### src/caeg_pkg.sv
// Package for the cosine angle energy/gradient block.
// Holds the item types, the sequencer state type, constants and saturation helper.
// No dependencies.
package caeg_pkg;

  localparam int MAX_POWER_DEF = 6;
  localparam int NUM_TYPES_DEF = 64;

  localparam int DIV_NW  = 64;
  localparam int DIV_DW  = 32;
  localparam int SQRT_NW = 64;
  localparam int SQRT_RW = 32;

  localparam logic MODE_LOAD = 1'b0;
  localparam logic MODE_EVAL = 1'b1;

  localparam logic signed [31:0] ONE30     = 32'sh4000_0000;
  localparam logic signed [31:0] NEG_ONE30 = -32'sh4000_0000;

  localparam logic signed [63:0] SAT_HI = 64'sh0000_7FFF_FFFF_FFFF;
  localparam logic signed [63:0] SAT_LO = -64'sh0000_8000_0000_0000;

  typedef struct packed {
    logic               mode;
    logic [5:0]         term_type;
    logic [2:0]         power_index;
    logic signed [31:0] coefficient;
    logic signed [31:0] disp_ij_x;
    logic signed [31:0] disp_ij_y;
    logic signed [31:0] disp_ij_z;
    logic signed [31:0] disp_kj_x;
    logic signed [31:0] disp_kj_y;
    logic signed [31:0] disp_kj_z;
    logic               last_term;
  } in_item_t;

  typedef struct packed {
    logic signed [47:0] term_energy;
    logic signed [47:0] energy_sum;
    logic signed [47:0] grad_first_x;
    logic signed [47:0] grad_first_y;
    logic signed [47:0] grad_first_z;
    logic signed [47:0] grad_center_x;
    logic signed [47:0] grad_center_y;
    logic signed [47:0] grad_center_z;
    logic signed [47:0] grad_third_x;
    logic signed [47:0] grad_third_y;
    logic signed [47:0] grad_third_z;
    logic               degenerate;
  } out_item_t;

  typedef enum logic [4:0] {
    ST_CLEAR, ST_IDLE,
    ST_SQ_MUL, ST_SQ_ACC, ST_SQ_CHK,
    ST_SQRT_GO, ST_SQRT_WAIT,
    ST_NORM_GO, ST_NORM_WAIT,
    ST_DOT_MUL, ST_DOT_ACC, ST_COS,
    ST_P_RD, ST_P_LAT, ST_P_M1, ST_P_M2, ST_P_M3, ST_P_M4, ST_P_M5,
    ST_G_M1, ST_G_M2, ST_G_DIV, ST_G_WAIT,
    ST_FIN
  } caeg_state_t;

  function automatic logic signed [47:0] sat48(input logic signed [63:0] v);
    logic signed [63:0] c;
    begin
      c = (v > SAT_HI) ? SAT_HI : ((v < SAT_LO) ? SAT_LO : v);
      return c[47:0];
    end
  endfunction

endpackage

### src/caeg_sqrt.sv
// Floor integer square root, two radicand bits per cycle.
// Depends on caeg_pkg for operand widths.
module caeg_sqrt
  import caeg_pkg::*;
(
  input  logic               clk,
  input  logic               rst,
  input  logic               start,
  input  logic [SQRT_NW-1:0] radicand,
  output logic               busy,
  output logic               done,
  output logic [SQRT_RW-1:0] root
);
  localparam int CW = $clog2(SQRT_RW);
  localparam int RMW = SQRT_RW + 2;

  logic [SQRT_NW-1:0] num;
  logic [RMW-1:0]     rem;
  logic [CW-1:0]      cnt;
  logic [RMW+1:0]     rem_sh;
  logic [RMW+1:0]     trial;
  logic               ge;

  assign rem_sh = {rem, num[SQRT_NW-1 -: 2]};
  assign trial  = {2'b00, root, 2'b01};
  assign ge     = (rem_sh >= trial);

  always_ff @(posedge clk) begin
    if (rst) begin
      busy <= 1'b0;
      done <= 1'b0;
      cnt  <= '0;
    end else begin
      done <= 1'b0;
      if (start) begin
        busy <= 1'b1;
        cnt  <= '0;
      end else if (busy) begin
        if (cnt == CW'(SQRT_RW - 1)) begin
          busy <= 1'b0;
          done <= 1'b1;
        end
        cnt <= cnt + 1'b1;
      end
    end
  end

  always_ff @(posedge clk) begin
    if (start) begin
      num  <= radicand;
      rem  <= '0;
      root <= '0;
    end else if (busy) begin
      num  <= {num[SQRT_NW-3:0], 2'b00};
      rem  <= ge ? RMW'(rem_sh - trial) : RMW'(rem_sh);
      root <= {root[SQRT_RW-2:0], ge};
    end
  end

endmodule

### config.mk
export PLATFORM = sky130hd
export DESIGN_NAME = caeg_sqrt
export DESIGN_NICKNAME = d
export VERILOG_FILES = /design/src/caeg_pkg.sv /design/src/caeg_sqrt.sv
export SDC_FILE = /design/constraint.sdc
export NUM_CORES = 1
export LEC_CHECK = 0
export BUFFER_PORTS_ARGS = -buffer_cell sky130_fd_sc_hd__buf_2
export CAP_MARGIN = 20
export CORE_ASPECT_RATIO = 0.7
export CORE_MARGIN = 5
export CORE_UTILIZATION = 25
export CTS_BUF_LIST = sky130_fd_sc_hd__clkbuf_16
export DETAILED_ROUTE_END_ITERATION = 10
export SYNTH_ARGS = -nofsm -noshare
export SYNTH_HDL_FRONTEND = slang
export SYNTH_SLANG_ARGS = --single-unit
### constraint.sdc
create_clock -name clk -period 6.6 [get_ports clk]
set_input_delay 1.32 -clock clk [delete_from_list [all_inputs] [get_ports clk]]
set_output_delay 1.32 -clock clk [all_outputs]
set_load 0.01 [all_outputs]
==> results_dict.tcl <==
set metrics [dict create \
    vias_per_cell 4.61 \
    detail_route.wirelength_um 17500 \
    sw_frac_of_total_pct 38.7 \
    mostFrequentLayoutCells "sky130_fd_sc_hd__buf_2 (99), sky130_fd_sc_hd__dfxtp_1 (72), sky130_fd_sc_hd__nor2_1 (71)" \
    worst_slew_margin_relative_to_its_limit_pct 30.6 \
    report.final.slew_viol_count 0 \
    synthToLayoutAreaGrowth_pct 17.6 \
    grt_max_degree 93 \
    grt_antenna_before_repair 0 \
    r2r-start "root[5]$_SDFFE_PP0P_" \
    gr-usage-all-layers_pct 10.2 \
    core_area_sq_um 29800 \
    reg2reg_depth 11 \
    power.static_leakage_nw 3.57 \
    most_area_consuming_cells_after_synthesis "sky130_fd_sc_hd__edfxtp_1 (26%), sky130_fd_sc_hd__dfxtp_1 (19%), sky130_fd_sc_hd__mux2_2 (9.4%), sky130_fd_sc_hd__mux2i_1 (6.8%), sky130_fd_sc_hd__ha_1 (6.0%)" \
    cts_tree "done" \
    whs_path_depth 2 \
    hp-start "rem[0]$_SDFFE_PP0P_" \
    use_met1_pct 15.7 \
    layout_commonest_cell "sky130_fd_sc_hd__buf_2" \
    power.clock.fraction_pct 23.0 \
    setup.reg_to_reg.worst_slack_ps 3120 \
    crit_path_max_fanout 38 \
    yosys_reg_bits 137 \
    wl_per_cell_um 14.6 \
    path_cells "inv_1 > ha_1 > a21oi_1 > nand2_1 > and3_1 > a311oi_4 > o221ai_2 > o21ai_4 > and2_4 > nand2b_1 > o221ai_1" \
    detailed_place_hpwl_um 12200 \
    finalNonFillerCells 1200 \
    worst_slew_pin_slew_ps 1040 \
    die_width_um 217 \
    layout.nets 905 \
    synth_sequential_area_ratio_pct 45.0 \
    crit-reg2reg-capture "rem[29]$_SDFFE_PP0P_" \
    fp.dieH_um 155 \
    capturing_element_type_of_the_critical_path "flop" \
    critPathKind "reg2reg" \
    hold_path_class "reg2reg" \
    cts.htree.levels 4 \
    p_seq_share_pct 29.7 \
    wp_data_required_ps 6860 \
    fin_setup_tns_ps 0 \
    synthFlopType "sky130_fd_sc_hd__dfxtp_1" \
    largest_family_of_logic_cells_by_synthesized_area "multiplexers" \
    filler_cell_count 3121 \
    clock_tree.buffer_depth 2 \
    insertedDiodeCount 0 \
    routed-via-count 5536 \
    post_synth_mux_area_share_pct 16.2 \
    fin_worst_skew_ps 12.4 \
    period_utilisation_layout_pct 52.8 \
    yosysUniqueCellTypes 57 \
    cp_num_buf_inv 1 \
    number_of_instances_in_the_synthesized_netlist 721 \
    insertion_delay_ps 420 \
    finalCoreUtilization_pct 29.6 \
    power.internal_mw 2.26 \
    netSwitchingPower_mw 1.42 \
    setup_repair_after_global_routing_missed_its_margin "no" \
    grt_remaining_overflow 0 \
    tritoncts.num_buffers 17 \
    yosysWarningCount 0 \
    cp-start-kind "flop" \
    hold_viol 0 \
    synth_top_area_share_pct 25.6 \
    cp_top_family "compound AO/OA/AOI/OAI gates" \
    gp_routability_congestion 0.822 \
    outcome "completed" \
    die-area_sq_um 33700 \
    irDropWorstVdd_mv 0.260 \
    maxCapViolations 0 \
    max_stage_delay_ps 570 \
    synthArstFlopShare_pct 0 \
    max_freq_mhz 287 \
    power_density_nw_per_um2 416 \
    synth-edff-count 64 \
    detail-route-antenna-nets 0 \
    cts.reportedPaths.clkPinSlew_ps 60 \
    gr_util_met3_pct 3.46 \
    period_minus_slack_ps 3480 \
    groute.layer.met2.usage_pct 13.5 \
    setup_violations 0 \
    io_pins 101 \
    synth-xor-area-share_pct 3.38 \
    critical_path_arrival_ps 3740 \
    first_global_vias 5209 \
    drt_pre_antenna_iters 5 \
    port_bufs 100 \
    synth_top_cell_by_area "sky130_fd_sc_hd__edfxtp_1" \
    worstHoldEndpoint "rem[0]$_SDFFE_PP0P_" \
    synth-simple-area-share_pct 10.1 \
    number_of_gates_resized_after_cts 0 \
    worst_path_max_delay_cell "sky130_fd_sc_hd__and2_4" \
    globalRoute.busiestLayer "met1" \
    synth_compound_area_share_pct 14.4 \
    drtIter0Drc 273 \
    cts.root.buffer_cell "sky130_fd_sc_hd__clkbuf_16" \
    postSynthNetCount 824 \
    std_cell_rows 53 \
    post_cts_hold_buffers 0 \
    post_route_cells_drive_above_1_share_pct 24.9 \
    combinational_share_of_power_pct 47.4 \
    synthesis.area_sq_um 7520 \
    cts_num_sinks 137 \
    initial_core_util_pct 25.2 \
    drc 0 \
    place_inst 1168 \
    wire_length_of_the_first_global_routing_pass_um 28000 \
    post-cts-setup-buffers 0 \
    synth_area_per_cell_sq_um 10.4 \
    synth_adder_area_share_pct 5.99 \
]
## kinds of logic (layout without fill, tap and decap cells)
| family | Yosys count | in the layout |
|---|---|---|
| adders and majority gates | 36 | 36 |
| buffers and inverters | 85 | 179 |
| and+or+nand+nor | 163 | 163 |
| muxes | 114 | 114 |
| AOI/OAI and AO/OA | 157 | 157 |
| xor gates and xnor gates | 29 | 29 |
| DFF | 137 | 137 |
## metal layers
| layer | share of wire [%] | wire length, um |
|---|---|---|
| met3 | 5.5 | 954 |
| met2 | 40 | 6910 |
| met5 | 0 | 0 |
| met1 | 54 | 9470 |
| met4 | 0.80 | 140 |
## worst max-delay path by stage
stage / startpoint / end / slack [ps] / cells past startpoint
floorplan: start / num[0]$_SDFFCE_PN0P_ / 3150 / 4
global placement: start / rem[29]$_SDFFE_PP0P_ / 3020 / 5
detailed placement: start / rem[29]$_SDFFE_PP0P_ / 3010 / 5
CTS: root[5]$_SDFFE_PP0P_ / rem[29]$_SDFFE_PP0P_ / 3140 / 11
global route: root[1]$_SDFFE_PP0P_ / rem[29]$_SDFFE_PP0P_ / 2900 / 11
finish: root[5]$_SDFFE_PP0P_ / rem[29]$_SDFFE_PP0P_ / 3120 / 11
## state kept, by name, indices dropped and copies added, names as in the netlist
signal  count
rem        34
cnt         5
busy        1
root       32
done        1
num        64
## cell usage after synthesis (all sizes together), types with 4 or more instances
cell	number
o21ai	29
o21bai	4
edfxtp	64
nand3	13
a211oi	26
nor3	13
and3	7
mux2	63
mux2i	51
xor2	10
nand2	28
a311oi	4
a31oi	4
inv	44
a32oi	4
ha	36
clkbuf	26
xnor2	19
nand2b	5
a21o	23
dfxtp	73
buf	15
a21oi	39
nor2b	4
and2	4
nor2	71
nand4	8
## final cells by class
class                      count  area [sq um]  share of cell area, %
multi-input combinational    499          3760                   42.6
sequential                   137          3390                   38.3
timing repair buffer         103           526                   5.94
tap                          385           482                   5.45
clock buffer                  18           450                   5.10
inverter                      44           165                   1.87
clock inverter                14          66.3                  0.750
## power by group through the flow
stage          Sequential (mW)  Combinational [mW]  Clock, mW
6_report                  1.09                1.74      0.844
5_1_grt                   1.10                1.93      0.906
4_1_cts                   1.09                1.73      0.874
3_5_place_dp              1.11                1.71          0
3_3_place_gp              1.11                1.71          0
2_1_floorplan             1.07                1.52          0
## stage by stage
stage               total power [mW]  instance area [sq um]  worst slack [ps]  hold slack, ps
floorplan                       2.59                   7520              3150             451
global placement                2.82                   8320              3020             478
detailed placement              2.82                   8320              3010             483
global route                    3.94                   8840              2900             529
CTS                             3.70                   8840              3140             493
finish                          3.68                   8840              3120             491
## worst reg2reg max path, cell delays in order, from the launching register on
cell and delay (ps):
sky130_fd_sc_hd__dfxtp_1 370, sky130_fd_sc_hd__inv_1 80, sky130_fd_sc_hd__ha_1 370, sky130_fd_sc_hd__a21oi_1 180, sky130_fd_sc_hd__nand2_1 90, sky130_fd_sc_hd__and3_1 220
sky130_fd_sc_hd__a311oi_4 440, sky130_fd_sc_hd__o221ai_2 250, sky130_fd_sc_hd__o21ai_4 320, sky130_fd_sc_hd__and2_4 580, sky130_fd_sc_hd__nand2b_1 300, sky130_fd_sc_hd__o221ai_1 130
No activity file was read; power rests on OpenSTA's default activity.
