===== src/caeg_pkg.sv =====
// Package for the cosine angle energy/gradient block.
// Holds the item types, the sequencer state type, constants and saturation helper.
// No dependencies.
package caeg_pkg;

  localparam int MAX_POWER_DEF = 6;
  localparam int NUM_TYPES_DEF = 64;

  localparam int DIV_NW  = 64;
  localparam int DIV_DW  = 32;
  localparam int SQRT_NW = 64;
  localparam int SQRT_RW = 32;

  localparam logic MODE_LOAD = 1'b0;
  localparam logic MODE_EVAL = 1'b1;

  localparam logic signed [31:0] ONE30     = 32'sh4000_0000;
  localparam logic signed [31:0] NEG_ONE30 = -32'sh4000_0000;

  localparam logic signed [63:0] SAT_HI = 64'sh0000_7FFF_FFFF_FFFF;
  localparam logic signed [63:0] SAT_LO = -64'sh0000_8000_0000_0000;

  typedef struct packed {
    logic               mode;
    logic [5:0]         term_type;
    logic [2:0]         power_index;
    logic signed [31:0] coefficient;
    logic signed [31:0] disp_ij_x;
    logic signed [31:0] disp_ij_y;
    logic signed [31:0] disp_ij_z;
    logic signed [31:0] disp_kj_x;
    logic signed [31:0] disp_kj_y;
    logic signed [31:0] disp_kj_z;
    logic               last_term;
  } in_item_t;

  typedef struct packed {
    logic signed [47:0] term_energy;
    logic signed [47:0] energy_sum;
    logic signed [47:0] grad_first_x;
    logic signed [47:0] grad_first_y;
    logic signed [47:0] grad_first_z;
    logic signed [47:0] grad_center_x;
    logic signed [47:0] grad_center_y;
    logic signed [47:0] grad_center_z;
    logic signed [47:0] grad_third_x;
    logic signed [47:0] grad_third_y;
    logic signed [47:0] grad_third_z;
    logic               degenerate;
  } out_item_t;

  typedef enum logic [4:0] {
    ST_CLEAR, ST_IDLE,
    ST_SQ_MUL, ST_SQ_ACC, ST_SQ_CHK,
    ST_SQRT_GO, ST_SQRT_WAIT,
    ST_NORM_GO, ST_NORM_WAIT,
    ST_DOT_MUL, ST_DOT_ACC, ST_COS,
    ST_P_RD, ST_P_LAT, ST_P_M1, ST_P_M2, ST_P_M3, ST_P_M4, ST_P_M5,
    ST_G_M1, ST_G_M2, ST_G_DIV, ST_G_WAIT,
    ST_FIN
  } caeg_state_t;

  function automatic logic signed [47:0] sat48(input logic signed [63:0] v);
    logic signed [63:0] c;
    begin
      c = (v > SAT_HI) ? SAT_HI : ((v < SAT_LO) ? SAT_LO : v);
      return c[47:0];
    end
  endfunction

endpackage


===== src/caeg_div.sv =====
// Shared unsigned restoring divider, one quotient bit per cycle.
// Depends on caeg_pkg for operand widths.
module caeg_div
  import caeg_pkg::*;
(
  input  logic              clk,
  input  logic              rst,
  input  logic              start,
  input  logic [DIV_NW-1:0] dividend,
  input  logic [DIV_DW-1:0] divisor,
  output logic              busy,
  output logic              done,
  output logic [DIV_NW-1:0] quotient
);
  localparam int CW = $clog2(DIV_NW);

  logic [DIV_NW-1:0] num;
  logic [DIV_DW-1:0] den;
  logic [DIV_DW-1:0] rem;
  logic [CW-1:0]     cnt;
  logic [DIV_DW:0]   rem_sh;
  logic [DIV_DW:0]   diff;

  assign rem_sh   = {rem, num[DIV_NW-1]};
  assign diff     = rem_sh - {1'b0, den};
  assign quotient = num;

  always_ff @(posedge clk) begin
    if (rst) begin
      busy <= 1'b0;
      done <= 1'b0;
      cnt  <= '0;
    end else begin
      done <= 1'b0;
      if (start) begin
        busy <= 1'b1;
        cnt  <= '0;
      end else if (busy) begin
        if (cnt == CW'(DIV_NW - 1)) begin
          busy <= 1'b0;
          done <= 1'b1;
        end
        cnt <= cnt + 1'b1;
      end
    end
  end

  always_ff @(posedge clk) begin
    if (start) begin
      num <= dividend;
      den <= divisor;
      rem <= '0;
    end else if (busy) begin
      if (!diff[DIV_DW]) begin
        rem <= diff[DIV_DW-1:0];
        num <= {num[DIV_NW-2:0], 1'b1};
      end else begin
        rem <= rem_sh[DIV_DW-1:0];
        num <= {num[DIV_NW-2:0], 1'b0};
      end
    end
  end

endmodule


===== config.mk =====
export PLATFORM = sky130hd
export DESIGN_NAME = caeg_div
export DESIGN_NICKNAME = d
export VERILOG_FILES = /design/src/caeg_pkg.sv /design/src/caeg_div.sv
export SDC_FILE = /design/constraint.sdc
export NUM_CORES = 1
export LEC_CHECK = 0
export ABC_AREA = 1
export ABC_CLOCK_PERIOD_IN_PS = 3500
export CORE_ASPECT_RATIO = 1.5
export CORE_MARGIN = 1
export CORE_UTILIZATION = 32
export DETAILED_ROUTE_END_ITERATION = 6
export DONT_BUFFER_PORTS = 1
export SYNTH_ARGS = -nofsm -noshare
export SYNTH_HDL_FRONTEND = slang
export SYNTH_SLANG_ARGS = --single-unit

===== constraint.sdc =====
create_clock -name clk -period 3.5 [get_ports clk]
set_clock_uncertainty 0.1 [all_clocks]
set_input_delay 0.175 -clock clk [delete_from_list [all_inputs] [get_ports clk]]
set_output_delay 0.175 -clock clk [all_outputs]
set_load 0.1 [all_outputs]

==> results.sh, run 1 <==
export IMPL_status="finished clean"
export IMPL_grt_overflow=0
export IMPL_drive_gt1_share_pct=5.464
export IMPL_port_buffers=0
export IMPL_drt_first_pass_iters=5
export IMPL_cts_buffer_depth=2
export IMPL_ys_ff_latch=136
export IMPL_post_cts_resized=0
export IMPL_pre_cts_slack_ps=594.4
export IMPL_slew_headroom_pct=30.28
export IMPL_fin_setup_tns_ps=0
export IMPL_rsz0062_at_grt="false"
export IMPL_required_ps=3720
export IMPL_cp_max_fo=33
export IMPL_row_count=71
export IMPL_vias=7219
export IMPL_synth_nets=1304
export IMPL_place_area_sq_mm=0.008573
export IMPL_cts_buffers=17
export IMPL_worstPathArrival_ps=3080
export IMPL_power_mw=4.736
export IMPL_grt_pass1_vias=7180
export IMPL_hpwl_mm=15.88
export IMPL_worstMarginPinSlew_ps=1046
export IMPL_worstSetupStartpointType="register"
export IMPL_antenna_found_initial=0
export IMPL_power_density_mw_per_mm2=466.2
export IMPL_nFillCells=2609
export IMPL_maxCapViolCount=0
export IMPL_cts_htree_levels=4
export IMPL_synth_edf_count=96
export IMPL_fin_cells=1609
export IMPL_drt_iter0_drc=289
export IMPL_critPathMaxStageDelay_ps=530
export IMPL_ant_nets=0
export IMPL_hold_class="primary input to register"
export IMPL_path_buf_inv=2
export IMPL_holdWs_ps=53.80
export IMPL_async_reset_ff_share_pct=0
export IMPL_antenna_cells=0
export IMPL_wirelength_mm=22.69
export IMPL_syn_area_sq_mm=0.008245
export IMPL_cp_startpoint="quotient[63]"
export IMPL_detail_route_wl_per_cell_um=14.10
export IMPL_cpMostUsedCell="nand2_1"
export IMPL_p_leak_nw=5.198
export IMPL_r2r_slack_ps=630
export IMPL_design_area_sq_mm=0.01016
export IMPL_r2r_start="quotient[63]"
export IMPL_slowest_stage="nand2_2"
export IMPL_grt_pass1_wl_mm=36.01
export IMPL_syn_to_final_growth_pct=23.20
export IMPL_crit_path_cell_trace="inv_1 > ha_1 > fa_1 > inv_1 > nand2_1 > nand2_1 > nand3_1 > nand2_1 > nand2_1 > nand2_2 > nand2_4 > nand2_4 > nand2_1 > nand2_2 > nand2_1 > nand3_1 > nand2_1"
export IMPL_cts_sinks=136
export IMPL_synth_ff_type="edfxtp_1"
export IMPL_clk_pin_slew_ps=60
export IMPL_post_cts_setup_buffers=0
export IMPL_postCtsHoldBufs=99
export IMPL_drv_slew=0
export IMPL_fin_crit_sh_pct=81.90
export IMPL_period_minus_slack_ps=2867
export IMPL_die_area_sq_mm=0.02643
export IMPL_cp_top_family="simple AND/OR/NAND/NOR gates"
export IMPL_post_place_cells=1478
export IMPL_r2r_cells=17
export IMPL_crit_path_end_kind="register"
export IMPL_place_congestion=0.9169
export IMPL_cts_root_buf="clkbuf_16"
export IMPL_path_class="register to register"
export IMPL_synth_seq_area_share_pct=44.67
export IMPL_syn_instance_count=1171
export IMPL_grt_start_max_net_pins=100
export IMPL_final_hold_violation_count=0
export IMPL_final_setup_viol_count=0
export IMPL_ys_types=37
export IMPL_hp_start="start"
export IMPL_holdPathStages=1
export IMPL_holdPathEnd="den[17]"
export IMPL_ys_warn_count=0
export IMPL_nNetsFinal=1401
export IMPL_die_y_um=198.6
export IMPL_die_w_um=133.1
export IMPL_ir_drop_mv=0.3453
export IMPL_fmax_mhz=348.8
export IMPL_post_drt_via_cell_ratio=4.487
export IMPL_finish_utilization_pct=40.26
export IMPL_pin_count=165
export IMPL_start_util_pct=32.68
export IMPL_worst_slack_ps=633.4
export IMPL_syn_area_per_cell_sq_um=7.041
export IMPL_core_sq_mm=0.02523
export IMPL_worstReg2RegEnd="rem[20]"
export IMPL_clk_latency_ps=430
export IMPL_drc=0
export IMPL_cts_tree="built"
export IMPL_gr_usage_all_layers_pct=17.97
kinds of logic (layout without fill, tap and decap cells):
kind of cell / after synthesis / in the layout / synth area share, %
and+or+nand+nor: 712 / 712 / 34.98
xor gates and xnor gates: 15 / 15 / 1.593
adders and majority gates: 34 / 34 / 5.250
buffers and inverters: 240 / 350 / 11.30
DFF: 136 / 136 / 44.67
AOI/OAI and AO/OA: 34 / 34 / 2.200
worst reg2reg max path: stages (launching register included):
cell and delay (ps):
edfxtp_1 340, inv_1 60, ha_1 220, fa_1 410, inv_1 90, nand2_1 50, nand2_1 100, nand3_1 70
nand2_1 120, nand2_1 70, nand2_2 100, nand2_4 70, nand2_4 70, nand2_1 60, nand2_2 530, nand2_1 120
nand3_1 120, nand2_1 60
how the worst max path moves through the flow:
stage                   to  cells after the start
4_1_cts            rem[20]                     17
6_report           rem[20]                     17
3_3_place_gp        rem[0]                     17
5_1_grt             rem[7]                     17
2_1_floorplan  quotient[0]                      4
3_5_place_dp   quotient[0]                     15
power by group:
group | total [mW] | switching, mW | internal [mW]
Sequential | 2.48 | 0.619 | 1.86
Clock | 1.80 | 0.749 | 1.05
Combinational | 0.458 | 0.278 | 0.180
Total | 4.74 | 1.65 | 3.09
flip-flops by register name (all words and copies together) (netlist names):
name,flops
quotient,64
den,32
rem,32
cnt,6
busy,1
done,1
routing by layer:
metal	track usage [%]	part of all wire [%]	vias to the layer above
met5	0	0	-
met4	10.26	4.6	0
met3	4.383	5.7	47
met2	34.30	53	226
met1	17.44	37	3199
li1	-	-	3747
Yosys cell counts (2+ instances only):
cell,number,share of area (%)
xor2_1,2,0.21
a31oi_1,2,0.15
nor2_1,51,2.3
inv_1,208,9.5
nor2_2,4,0.30
nand4_1,6,0.46
nor3_1,9,0.55
nand2_2,14,1.1
xnor2_1,13,1.4
and2_1,3,0.23
o21ai_1,2,0.12
inv_2,5,0.23
nand2_1,558,25
dfxtp_1,40,9.7
clkbuf_1,20,0.91
nand2_4,3,0.41
nand3b_1,2,0.18
ha_1,33,5.0
nand3_1,56,3.4
o21ai_0,6,0.36
edfxtp_1,96,35
buf_4,3,0.27
a21oi_1,21,1.3
cells in the final DEF (no fill, tap or decap), drive strengths merged, types with 10 or more instances in the layout:
cell         netlist  routed
dlygate4sd3        0      98
nand2            575     575
a21oi             22      22
xnor2             13      13
nor3              10      10
clkbuf            20      17
nor2              55      55
dfxtp             40      40
ha                33      33
nand3             57      57
inv              213     215
edfxtp            96      96
layout make-up:
| type | count | area, sq um | share of cell area [%] |
|---|---|---|---|
| clock buffer | 17 | 425.4 | 4.188 |
| clock inverter | 15 | 151.4 | 1.490 |
| inverter | 213 | 799.5 | 7.870 |
| multi-input combinational | 795 | 3635 | 35.78 |
| sequential | 136 | 3684 | 36.26 |
| tap | 328 | 410.4 | 4.040 |
| timing repair buffer | 105 | 1054 | 10.37 |
Note: power is estimated with default switching activity, not from simulation.
==> run 2: changes to the inputs <==
Settings changed: ABC_CLOCK_PERIOD_IN_PS 3500 to 2700.
Clock period 3.5 ns to 2.7 ns, I/O delays scaled along.
==> run 2 against run 1 <==
Total power rose by 32%; wire length is 0.61% higher; maximum frequency rose by 17%; global-route usage is 0.15 points higher; sequential power grew 4%; worst hold slack lost 15 ps; core utilization rose by 1.9 points; count of clock-buffer cells in the layout did not move; combinational power rose to 2.9 times the previous value; via count increased by 3.7%; worst setup slack worse by 380 ps; critical path depth grew 1; highest routed layer unchanged.
==> results.sh, run 2 (synthesized netlist as in run 1, its figures left out) <==
export IMPL_status="finished clean"
export IMPL_slowest_stage="fa_2"
export IMPL_detail_route_wl_per_cell_um=13.68
export IMPL_drc=0
export IMPL_cts_sinks=136
export IMPL_grt_overflow=0
export IMPL_largest_reg_flops=64
export IMPL_fin_crit_sh_pct=90.64
export IMPL_worstSetupStartpointType="register"
export IMPL_grt_pass1_vias=7669
export IMPL_hold_class="primary input to register"
export IMPL_start_util_pct=32.68
export IMPL_vias=7487
export IMPL_power_mw=6.264
export IMPL_cts_tree="built"
export IMPL_rsz0062_at_grt="false"
export IMPL_cp_top_family="simple AND/OR/NAND/NOR gates"
export IMPL_layout_common_cells="nand2_1 (558), inv_1 (206), dlygate4sd3_1 (98)"
export IMPL_nNetsFinal=1461
export IMPL_cts_buffer_depth=2
export IMPL_nFillCells=2639
export IMPL_final_hold_violation_count=0
export IMPL_syn_to_final_growth_pct=28.98
export IMPL_cts_buffers=17
export IMPL_drt_first_pass_iters=5
export IMPL_busiest_layer="met2"
export IMPL_worstMarginPinSlew_ps=969.2
export IMPL_gr_usage_all_layers_pct=18.13
export IMPL_ir_drop_mv=0.4558
export IMPL_final_common_cell="nand2_1"
export IMPL_design_area_sq_mm=0.01064
export IMPL_pre_cts_slack_ps=210.7
export IMPL_ant_nets=0
export IMPL_grt_start_max_net_pins=100
export IMPL_die_area_sq_mm=0.02643
export IMPL_gr_usage_met2_pct=35.33
export IMPL_hpwl_mm=16.65
export IMPL_clk_pin_slew_ps=70
export IMPL_fmax_mhz=408.6
export IMPL_post_place_cells=1538
export IMPL_power_density_mw_per_mm2=589.0
export IMPL_fin_setup_tns_ps=0
export IMPL_drt_iter0_drc=331
export IMPL_crit_path_cell_trace="inv_1 > ha_2 > fa_2 > inv_2 > nand2_1 > nand2_1 > nand3_1 > nand2_1 > nand2_1 > nand2_2 > nand2_4 > nand2_4 > nand2_4 > nand2_2 > buf_4 > nand2_1 > nand3_1 > nand2_1"
export IMPL_holdWs_ps=38.90
export IMPL_path_class="register to register"
export IMPL_cts_root_buf="clkbuf_16"
export IMPL_cp_max_fo=17
export IMPL_maxCapViolCount=0
export IMPL_cpMostUsedCell="nand2_1"
export IMPL_row_count=71
export IMPL_grtUsageMet3_pct=4.766
export IMPL_p_leak_nw=5.480
export IMPL_period_minus_slack_ps=2447
export IMPL_critPathMaxStageDelay_ps=360
export IMPL_wirelength_mm=22.83
export IMPL_port_buffers=0
export IMPL_place_congestion=0.8989
export IMPL_final_setup_viol_count=0
export IMPL_core_sq_mm=0.02523
export IMPL_worst_slack_ps=252.7
export IMPL_worstPathArrival_ps=2670
export IMPL_crit_path_end_kind="register"
export IMPL_slew_headroom_pct=35.30
export IMPL_pin_count=165
export IMPL_finish_utilization_pct=42.15
export IMPL_fin_cells=1669
export IMPL_drive_gt1_share_pct=9.993
export IMPL_post_drt_via_cell_ratio=4.486
export IMPL_die_y_um=198.6
export IMPL_post_cts_setup_buffers=0
export IMPL_drv_slew=0
export IMPL_antenna_cells=0
export IMPL_place_area_sq_mm=0.009046
export IMPL_grt_pass1_wl_mm=36.83
export IMPL_die_w_um=133.1
export IMPL_antenna_found_initial=0
export IMPL_cts_htree_levels=4
export IMPL_required_ps=2930
export IMPL_grtUsageMet1_pct=16.89
export IMPL_clk_latency_ps=440
export IMPL_path_buf_inv=3
## run 2: repair_timing
action                     in CTS  in global routing
setup endpoints to repair       0                  1
hold endpoints to repair      136                  0
resized for setup               0                  1
hold buffers                   99                  0
## run 2: path summary, 6_finish.rpt
kind | end | slack [ps] | depth (start not counted) | startpoint
hold reg to reg | rem[3] | 370 | 2 | rem[3]
setup / recovery | rem[3] | 250 | 18 | quotient[63]
hold / removal | den[11] | 40 | 1 | start
setup reg to reg | rem[3] | 250 | 18 | quotient[63]
## run 2: per-layer routing
| metal | vias to the layer above | routed length [um] |
|---|---|---|
| met5 | - | 0 |
| met4 | 0 | 976 |
| met3 | 44 | 1433 |
| met2 | 248 | 12190 |
| met1 | 3323 | 8230 |
| li1 | 3872 | - |
## run 2: worst register-to-register path: cells and delay by family (launching register included)
family,cells,cell delay (ps)
simple gates,13,990
fa+ha+maj,2,540
flops,1,340
buf+inv,3,380
## run 2: area by class of cell
cell class / instances / area, sq um / area share, %
sequential: 136 / 3685 / 34.65
multi-input combinational: 795 / 3640 / 34.22
timing repair buffer: 165 / 1520 / 14.29
inverter: 213 / 803.3 / 7.553
clock buffer: 17 / 425.4 / 4.000
tap: 328 / 410.4 / 3.859
clock inverter: 15 / 151.4 / 1.424
## run 2: power by group
part           internal, mW  switching [mW]
combinational         0.337           0.998
sequential             2.41           0.186
clock                  1.36           0.979
==> run 3: changes to the inputs <==
Settings changed: CORE_UTILIZATION 32 to 65, PLACE_DENSITY set to 0.81.
==> run 3 against run 2 <==
The flow now finishes with violations (design-rule violations); core utilization rose by 41 points; wire length up 8.1%; register-to-register slack got worse by 50 ps; via count grew 7.4%; global-route usage up 21 points; worst hold slack improved by 1.1 ps; total power grew 0.36%; critical path depth decreased by 1; maximum frequency down 2.1%; clock power about the same; flip-flop and latch count did not move; highest routed layer unchanged.
==> results.sh, run 3 (synthesized netlist as in run 1, its figures left out) <==
export IMPL_status="complete, but fails checks"
export IMPL_violations="design-rule violations"
export IMPL_fmax_mhz=400.0
export IMPL_p_sw_share_pct=35.91
export IMPL_cp_endpoint="rem[25]"
export IMPL_required_ps=2920
export IMPL_post_drt_via_cell_ratio=5.419
export IMPL_grt_start_max_net_pins=100
export IMPL_drv_slew=0
export IMPL_final_hold_violation_count=0
export IMPL_r2r_start="den[0]"
export IMPL_post_cts_setup_buffers=0
export IMPL_r2r_slack_ps=200
export IMPL_worstPathArrival_ps=2720
export IMPL_grtUsageMet1_pct=39.86
export IMPL_final_setup_viol_count=0
export IMPL_r2r_cells=17
export IMPL_grt_overflow=0
export IMPL_detail_route_wl_per_cell_um=16.63
export IMPL_power_mw=6.286
export IMPL_hpwl_mm=14.09
export IMPL_drc=28
export IMPL_clk_latency_ps=430
export IMPL_nNetsFinal=1446
export IMPL_p_clk_share_pct=37.1
export IMPL_die_w_um=93.96
export IMPL_fin_setup_tns_ps=0
export IMPL_largest_reg_flops=64
export IMPL_power_density_mw_per_mm2=608.3
export IMPL_drive_gt1_share_pct=9.201
export IMPL_gr_usage_met2_pct=69.50
export IMPL_worstMarginPinSlew_ps=980.4
export IMPL_p_leak_nw=5.434
export IMPL_cp_startpoint="den[0]"
export IMPL_slew_headroom_pct=34.64
export IMPL_drt_iter0_drc=518
export IMPL_drt_first_pass_iters=7
export IMPL_holdWs_ps=40.01
export IMPL_antenna_found_initial=1
export IMPL_rsz0062_at_grt="false"
export IMPL_busiest_layer="met2"
export IMPL_core_sq_mm=0.01245
export IMPL_ir_drop_mv=0.5815
export IMPL_power_switching_mw=2.258
export IMPL_power_share_combinational_pct=19.7
export IMPL_die_y_um=139.9
export IMPL_grt_pass1_wl_mm=39.12
export IMPL_nFillCells=767
export IMPL_crit_path_end_kind="register"
export IMPL_clk_pin_slew_ps=70
export IMPL_cts_htree_levels=4
export IMPL_final_common_cell="nand2_1"
export IMPL_path_class="register to register"
export IMPL_internal_power_mw=4.029
export IMPL_port_buffers=0
export IMPL_worstSetupStartpointType="register"
export IMPL_grt_pass1_vias=8148
export IMPL_worst_slack_ps=200.0
export IMPL_die_area_sq_mm=0.01315
export IMPL_pre_cts_slack_ps=282.9
export IMPL_grtUsageMet3_pct=9.501
export IMPL_period_minus_slack_ps=2500
export IMPL_fin_crit_sh_pct=92.59
export IMPL_seq_power_share_pct=43.2
export IMPL_start_util_pct=66.23
export IMPL_gr_usage_all_layers_pct=39.16
export IMPL_cts_root_buf="clkbuf_16"
export IMPL_hold_class="primary input to register"
export IMPL_place_congestion=0.9818
export IMPL_cp_max_fo=33
export IMPL_hp_start="start"
export IMPL_maxCapViolCount=0
export IMPL_layout_common_cells="nand2_1 (558), inv_1 (206), dlygate4sd3_1 (97)"
export IMPL_multi_input_area_sq_mm=0.003640
export IMPL_cts_sinks=136
export IMPL_cts_buffers=17
export IMPL_cts_tree="built"
export IMPL_ant_nets=0
export IMPL_wirelength_mm=24.69
export IMPL_final_seq_area_sq_mm=0.003685
export IMPL_pin_count=165
export IMPL_row_count=50
export IMPL_cts_buffer_depth=2
export IMPL_vias=8042
export IMPL_syn_to_final_growth_pct=25.34
export IMPL_worstReg2RegEnd="rem[25]"
## run 3: changes by cell type in the layout (fill, tap and decap cells not counted)
cell           previous run  this run
buf_12                    1         3
buf_4                    64        49
buf_6                     1         0
bufinv_16                 2         1
clkinv_1                  2         0
clkinv_4                  0         2
clkinvlp_4                8         4
diode_2                   0         2
dlygate4sd3_1            98        97
inv_6                     3         4
inv_8                     0         4
## run 3: final cells by class
class | count | share of cell area [%]
Clock buffer | 17 | 4.116
Timing Repair Buffer | 150 | 13.80
Sequential cell | 136 | 35.65
Clock inverter | 15 | 1.501
Tap cell | 156 | 1.889
Antenna cell | 2 | 0.04843
Inverter | 213 | 7.772
Multi-Input combinational cell | 795 | 35.22
## run 3: repair_timing
action	4_1_cts	5_1_grt
gates resized for setup	0	0
hold buffers	98	0
hold endpoints to repair	136	0
## run 3: how the worst min path moves through the flow
stage                    to  slack (ps)  cells after the start
detailed placement  den[20]         130                      0
global route        den[19]          70                      1
floorplan            den[0]         130                      0
finish              den[15]          40                      1
CTS                 den[18]          60                      1
global placement    den[21]         130                      0
## run 3: through the flow
step	cell area, sq um	util [%]	cells
floorplan	8264	-	1171
global route	10330	82.99	1483
detailed placement	8751	70.29	1352
finish	10330	83.02	1484
global placement	8751	70.29	1352
CTS	10330	82.97	1482
## run 3: power by group through the flow
stage	Combinational [mW]	Sequential [mW]	Clock [mW]
global placement	1.03	2.74	0
global route	1.30	2.72	2.42
detailed placement	1.04	2.74	0
finish	1.24	2.71	2.33
CTS	1.19	2.70	2.33
floorplan	0.338	3.24	0
## run 3: routing by layer
layer / up-vias / share of wire (%)
li1: 3841 / -
met1: 3580 / 34
met2: 473 / 51
met3: 148 / 7.9
met4: 0 / 6.4
met5: - / 0
## run 3: worst max-delay path, stage by stage (launching register included)
cell and delay [ps]:
edfxtp_1 390, ha_2 220, fa_2 370, inv_2 70, nand2_1 40, nand2_1 90, nand3_1 80, nand2_1 120
nand2_1 80, nand2_2 90, nand2_4 70, nand2_4 70, nand2_1 60, nand2_2 80, buf_12 190, nand2_1 90
nand3_1 100, nand2_1 60
